File: src/rtl/core/epd_pkg.sv
// ----------------------------------------------------------------------------
// epd_pkg: shared definitions for the escaped packet deframer
// Result kind codes, field widths and configuration register defaults.
// ----------------------------------------------------------------------------
package epd_pkg;

  localparam int unsigned ByteW = 8;
  localparam int unsigned KindW = 3;
  localparam int unsigned CfgIdxW = 2;

  // result kinds
  localparam logic [KindW-1:0] KindData    = 3'd0;
  localparam logic [KindW-1:0] KindOk      = 3'd1;
  localparam logic [KindW-1:0] KindCsumErr = 3'd2;
  localparam logic [KindW-1:0] KindTimeout = 3'd3;
  localparam logic [KindW-1:0] KindBadLen  = 3'd4;

  // configuration register indexes
  localparam logic [CfgIdxW-1:0] RegSync   = 2'd0;
  localparam logic [CfgIdxW-1:0] RegEscape = 2'd1;

  // configuration reset values
  localparam logic [ByteW-1:0] SyncReset   = 8'hE0;
  localparam logic [ByteW-1:0] EscapeReset = 8'hD0;

endpackage

File: src/rtl/core/escaped_packet_deframer_core.sv
// ----------------------------------------------------------------------------
// escaped_packet_deframer_core: escaped byte-stream frame decoder
// Unescapes received bytes, tracks destination, length and payload, and
// reports data bytes and frame end status with a running mod-256 checksum.
// ----------------------------------------------------------------------------
// Results are registered: each appears on the output in the cycle after its input transfer.
// Throughput: one byte per cycle; the frame state and result register update
// together at every input transfer, and input stalls only while a result
// waits on a stalled output.
// Reset: asynchronous, active low; clears frame state, result valid and
// loads the sync and escape markers with their defaults.
module escaped_packet_deframer_core (
  input  logic                          clk_i,
  input  logic                          rst_ni,
  // configuration write channel
  input  logic                          cfg_valid_i,
  output logic                          cfg_ready_o,
  input  logic [epd_pkg::CfgIdxW-1:0]   cfg_index_i,
  input  logic [epd_pkg::ByteW-1:0]     cfg_data_i,
  // input channel
  input  logic                          in_valid_i,
  output logic                          in_stall_o,
  input  logic [epd_pkg::ByteW-1:0]     rx_byte_i,
  input  logic                          timeout_event_i,
  // result channel
  output logic                          out_valid_o,
  input  logic                          out_stall_i,
  output logic [epd_pkg::KindW-1:0]     result_kind_o,
  output logic [epd_pkg::ByteW-1:0]     frame_destination_o,
  output logic [epd_pkg::ByteW-1:0]     frame_length_o,
  output logic [epd_pkg::ByteW-1:0]     byte_position_o,
  output logic [epd_pkg::ByteW-1:0]     payload_byte_o,
  output logic                          frame_end_o
);

  localparam logic [1:0] PhAddr   = 2'd0;
  localparam logic [1:0] PhLength = 2'd1;
  localparam logic [1:0] PhData   = 2'd2;

  logic [epd_pkg::ByteW-1:0] sync_q, escape_q;

  logic                      esc_q, esc_d;
  logic [1:0]                phase_q, phase_d;
  logic [epd_pkg::ByteW-1:0] cnt_q, cnt_d;
  logic [epd_pkg::ByteW-1:0] sum_q, sum_d;
  logic [epd_pkg::ByteW-1:0] dest_q, dest_d;
  logic [epd_pkg::ByteW-1:0] len_q, len_d;

  logic                      res_valid;
  logic [epd_pkg::KindW-1:0] res_kind;
  logic [epd_pkg::ByteW-1:0] res_pos;
  logic [epd_pkg::ByteW-1:0] res_byte;
  logic                      res_end;

  logic                      out_valid_q;
  logic [epd_pkg::KindW-1:0] kind_q;
  logic [epd_pkg::ByteW-1:0] rdest_q, rlen_q, pos_q, byte_q;
  logic                      end_q;

  logic                      in_xfer;
  logic [epd_pkg::ByteW-1:0] b_eff;
  logic                      last_byte;

  assign cfg_ready_o = 1'b1;
  assign in_stall_o  = out_valid_q & out_stall_i;
  assign in_xfer     = in_valid_i & ~in_stall_o;

  assign b_eff     = esc_q ? rx_byte_i + 8'd1 : rx_byte_i;
  assign last_byte = ({1'b0, cnt_q} + 9'd1) == {1'b0, len_q};

  always_ff @(posedge clk_i or negedge rst_ni) begin
    if (!rst_ni) begin
      sync_q   <= epd_pkg::SyncReset;
      escape_q <= epd_pkg::EscapeReset;
    end else if (cfg_valid_i && cfg_ready_o) begin
      case (cfg_index_i)
        epd_pkg::RegSync:   sync_q   <= cfg_data_i;
        epd_pkg::RegEscape: escape_q <= cfg_data_i;
        default: ;
      endcase
    end
  end

  always_comb begin
    esc_d     = esc_q;
    phase_d   = phase_q;
    cnt_d     = cnt_q;
    sum_d     = sum_q;
    dest_d    = dest_q;
    len_d     = len_q;
    res_valid = 1'b0;
    res_kind  = epd_pkg::KindData;
    res_pos   = cnt_q;
    res_byte  = '0;
    res_end   = 1'b1;

    if (timeout_event_i) begin
      esc_d     = 1'b0;
      phase_d   = PhAddr;
      cnt_d     = '0;
      res_valid = 1'b1;
      res_kind  = epd_pkg::KindTimeout;
    end else if (!esc_q && rx_byte_i == sync_q) begin
      // sync wins over escape when both markers match
      phase_d = PhAddr;
      cnt_d   = '0;
    end else if (!esc_q && rx_byte_i == escape_q) begin
      esc_d = 1'b1;
    end else begin
      esc_d = 1'b0;
      case (phase_q)
        PhLength: begin
          len_d = b_eff;
          sum_d = sum_q + b_eff;
          if (b_eff == '0) begin
            phase_d   = PhAddr;
            cnt_d     = '0;
            res_valid = 1'b1;
            res_kind  = epd_pkg::KindBadLen;
            res_pos   = '0;
          end else begin
            phase_d = PhData;
          end
        end
        PhData: begin
          res_valid = 1'b1;
          if (last_byte) begin
            // final byte carries the checksum
            res_kind = (sum_q == b_eff) ? epd_pkg::KindOk : epd_pkg::KindCsumErr;
            phase_d  = PhAddr;
            cnt_d    = '0;
          end else begin
            res_kind = epd_pkg::KindData;
            res_byte = b_eff;
            res_end  = 1'b0;
            cnt_d    = cnt_q + 8'd1;
            sum_d    = sum_q + b_eff;
          end
        end
        default: begin
          // address phase, unused code acts the same
          dest_d  = b_eff;
          sum_d   = b_eff;
          cnt_d   = '0;
          phase_d = PhLength;
        end
      endcase
    end
  end

  always_ff @(posedge clk_i or negedge rst_ni) begin
    if (!rst_ni) begin
      esc_q   <= 1'b0;
      phase_q <= PhAddr;
      cnt_q   <= '0;
      sum_q   <= '0;
      dest_q  <= '0;
      len_q   <= '0;
    end else if (in_xfer) begin
      esc_q   <= esc_d;
      phase_q <= phase_d;
      cnt_q   <= cnt_d;
      sum_q   <= sum_d;
      dest_q  <= dest_d;
      len_q   <= len_d;
    end
  end

  // result register: load on every input transfer, drop once taken
  always_ff @(posedge clk_i or negedge rst_ni) begin
    if (!rst_ni) begin
      out_valid_q <= 1'b0;
    end else if (in_xfer) begin
      out_valid_q <= res_valid;
    end else if (!out_stall_i) begin
      out_valid_q <= 1'b0;
    end
  end

  always_ff @(posedge clk_i) begin
    if (in_xfer && res_valid) begin
      kind_q  <= res_kind;
      rdest_q <= dest_d;
      rlen_q  <= len_d;
      pos_q   <= res_pos;
      byte_q  <= res_byte;
      end_q   <= res_end;
    end
  end

  assign out_valid_o         = out_valid_q;
  assign result_kind_o       = kind_q;
  assign frame_destination_o = rdest_q;
  assign frame_length_o      = rlen_q;
  assign byte_position_o     = pos_q;
  assign payload_byte_o      = byte_q;
  assign frame_end_o         = end_q;

endmodule

File: config.mk
export PLATFORM = sky130hd
export DESIGN_NAME = escaped_packet_deframer_core
export DESIGN_NICKNAME = d
export VERILOG_FILES = /design/src/rtl/core/epd_pkg.sv /design/src/rtl/core/escaped_packet_deframer_core.sv
export SDC_FILE = /design/constraint.sdc
export NUM_CORES = 1
export LEC_CHECK = 0
export ABC_CLOCK_PERIOD_IN_PS = 5800
export BUFFER_PORTS_ARGS = -buffer_cell sky130_fd_sc_hd__buf_4
export CAP_MARGIN = 25
export CORE_MARGIN = 2
export CORE_UTILIZATION = 40
export DETAILED_ROUTE_END_ITERATION = 10
export GPL_ROUTABILITY_DRIVEN = 0
export PLACE_DENSITY = 0.68
export SLEW_MARGIN = 10
export SYNTH_ARGS = -nofsm -noshare
export SYNTH_HDL_FRONTEND = slang
export SYNTH_SLANG_ARGS = --single-unit
File: constraint.sdc
create_clock -name clk_i -period 5.8 [get_ports clk_i]
set_input_delay 1.45 -clock clk_i [delete_from_list [all_inputs] [get_ports clk_i]]
set_output_delay 1.45 -clock clk_i [all_outputs]
set_load 0.005 [all_outputs]
==> summary.txt <==
Status: completed
Htree depth: 3
Final nets: 525
TritonCTS clock tree: done
CTS sink cnt: 88
DR iter-0 viols: 170
Worst Setup Start Kind: input pin
CTS max path bufs: 2
Final ANT Viol Nets: 0
WL/cell: 15.74 um
Commonest cells after routing, fill and taps aside: buf_4, nand2_1, dfrtp_1
Post-synth net total: 472
Die Y: 111.0 um
Die Wd: 111.0 um
Most common library cell in the layout ignoring fill and taps: buf_4
Io pins: 63
Hold Crit Start: sum_q[5]
Max Clock Freq: 0.2442 GHz
Synth warn: 0
Area contributors post-synth: dfrtp_1, edfxtp_1, xnor2_1
Antenna diode count: 0
Minimum clock period: 4095 ps
R2r startpoint: esc_q
Cell taking the most area after synthesis: dfrtp_1
Reg2reg setup slack: 2520 ps
Crit Path Category: input pin to flop
Setup Skew: 10.82 ps
RSZ-0062 raised after global routing: false
Number of synthesized register bits: 88
Hold Vio Cnt, Final: 0
Setup violation total in the final timing report: 0
Mapped cell area: 4578 sq um
Die ar.: 12,320 sq um
Synth cell types: 50
Vias in the first global route: 3,398
Placed insts: 621
Non-Filler Instances: 637
Grt total ovfl: 0
Leak: 2.199 nW
Clock-pin slew on the worst setup and hold paths: 70 ps
Design area: 5429 sq um
Clock Latency Late Sink: 340 ps
Max-cap violations: 0
Hold Path Class: flop to flop
CTS hold repair buffers: 0
Setup_tns: 0 ps
R2r endpoint: sum_q[6]
Layout cells sized above 1: 21.86%
Worst Max-Slew Pin Slew: 996.6 ps
Dpl hpwl: 7286 um
Layout overhead on the synthesized area: 18.58%
Worst path slowest cell: a2111oi_4
Tot GR Track Use: 17.06%
WP data required: 5790 ps
Via density: 5.334
Initial antenna violation count: 0
Rows: 39
Max-slew headroom: 32.95%
Crit-path max FO: 36
WHS: 498.9 ps
Clk root buf: clkbuf_16
Tcrit/Tclk final: 70.60%
Buf/Inv on CP: 2
Power density over cell area: 379.7 nW/um^2
Syn Inst Count: 436
Setup WS post-layout: 1705 ps
Crit end category: flop
Mean post-synth cell area: 10.50 sq um
Largest net degree at the start of global routing: 53
Placed cell area: 5127 sq um
Critical Path, Cell by Cell: buf_4 -> ha_1 -> or3_1 -> a2111o_1 -> a2111oi_4 -> a21o_1 -> a21o_1 -> and2_1 -> buf_4
Hold path endpoint: sum_q[5]
WP data arrival: 4090 ps
Dpl ws: 1338 ps
DR vias: 3,398
Hold Path Cell Cnt: 1
Initial core utilization: 40.61%
Core Box Area: 11,270 sq um
Maximum vdd ir drop: 0.1541 mV
Fraction of registers with async set or reset after synthesis: 59.09%
Seq/Total Area, Yosys: 52.20%
First-pass GRT wire length: 16,800 um
Crit-path leading delay family: compound AO/OA/AOI/OAI gates
Number of cells on the worst reg-to-reg path: 11
Top-area cell type share of the netlist area: 25.14%
Fillcell total: 1,032
CP max stage delay: 490 ps
Drt drc: 0
Most common flop cell mapped by yosys: dfrtp_1
Post-synth EDFFs: 36
IO buf count: 61
Max-slew violations: 0
Post-CTS setup buffers: 0
Pre-Repair DR Iteration Count: 4
Post-CTS sizing: 0
Post-Route WL: 10,020 um
Number of CTS-inserted buffers: 9
## final cells by class
class	count	area, sq um	share of cell area [%]
sequential	88	2390	44.02
multi-input combinational	310	2018	37.17
timing repair buffer	64	480.5	8.850
clock buffer	9	225.2	4.148
tap	143	178.9	3.296
clock inverter	7	76.32	1.406
inverter	16	60.06	1.106
## state kept, by name, summed over array words and instances, names as in the netlist
name and count:
phase_q 2, escape_q 8, frame_length_o 8, dest_q 8, frame_end_o 1, len_q 8
sync_q 8, payload_byte_o 8, out_valid_o 1, esc_q 1, byte_position_o 8, sum_q 8
frame_destination_o 8, cnt_q 8, result_kind_o 3
## Yosys cell counts (all sizes together), types with 5 or more instances
master and instances:
a211oi 5, a21o 7, a21oi 29, and2 11, buf 13, clkbuf 9, dfrtp 46, dfstp 6
edfxtp 36, ha 11, inv 16, mux2 20, nand2 46, nand3 9, nand4 6, nor2 42
nor4 7, o21ai 31, xnor2 31, xor2 10
## worst max path at each step
stage | startpoint | end | slack, ps | cells after the start
floorplan | rx_byte_i[0] | byte_position_o[0] | 1330 | 7
global placement | rx_byte_i[0] | frame_destination_o[0] | 1430 | 9
detailed placement | rx_byte_i[0] | payload_byte_o[1] | 1340 | 9
CTS | rx_byte_i[0] | byte_position_o[0] | 1680 | 9
global route | rx_byte_i[0] | sum_q[7] | 1440 | 12
finish | rx_byte_i[0] | frame_destination_o[0] | 1710 | 9
## power breakdown
| part | internal, mW | switching (mW) |
|---|---|---|
| registers | 0.801 | 0.0967 |
| clock network | 0.339 | 0.253 |
| logic | 0.268 | 0.303 |
| total | 1.41 | 0.653 |
## metal layers
layer | GRT usage, % | vias up | share of wire, %
met1 | 21.97 | 1663 | 45
met4 | 6.000 | 0 | 1.7
met2 | 28.34 | 87 | 49
met5 | 0 | - | 0
li1 | - | 1636 | -
met3 | 3.937 | 12 | 4.4
## logic make-up (layout without fill, tap and decap cells)
group,count (synthesis),in the layout,share of synthesized area [%]
AOI/OAI and AO/OA,95,95,13.04
xor gates and xnor gates,41,41,7.844
adders and majority gates,12,12,3.444
buffers and inverters,38,96,3.717
DFF,88,88,52.20
muxes,22,22,5.357
other,1,1,0.08191
and+or+nand+nor,139,139,14.32
## per-stage QoR
stage,power (mW),util [%]
final,2.062,48.16
after global routing,2.193,48.16
after CTS,2.076,48.16
after detailed placement,1.476,45.49
after global placement,1.444,45.42
after floorplan,1.307,-
## worst reg2reg max path: cells and delay by family, from the launching register on
kind	cells	cell delay (ps)
AO/OA/AOI/OAI	5	860
flip-flops	1	520
XOR/XNOR	2	910
buffers and inverters	1	120
multiplexers	1	80
adder cells (fa/ha/maj)	2	710
Note: power is estimated with default switching activity, not from simulation.
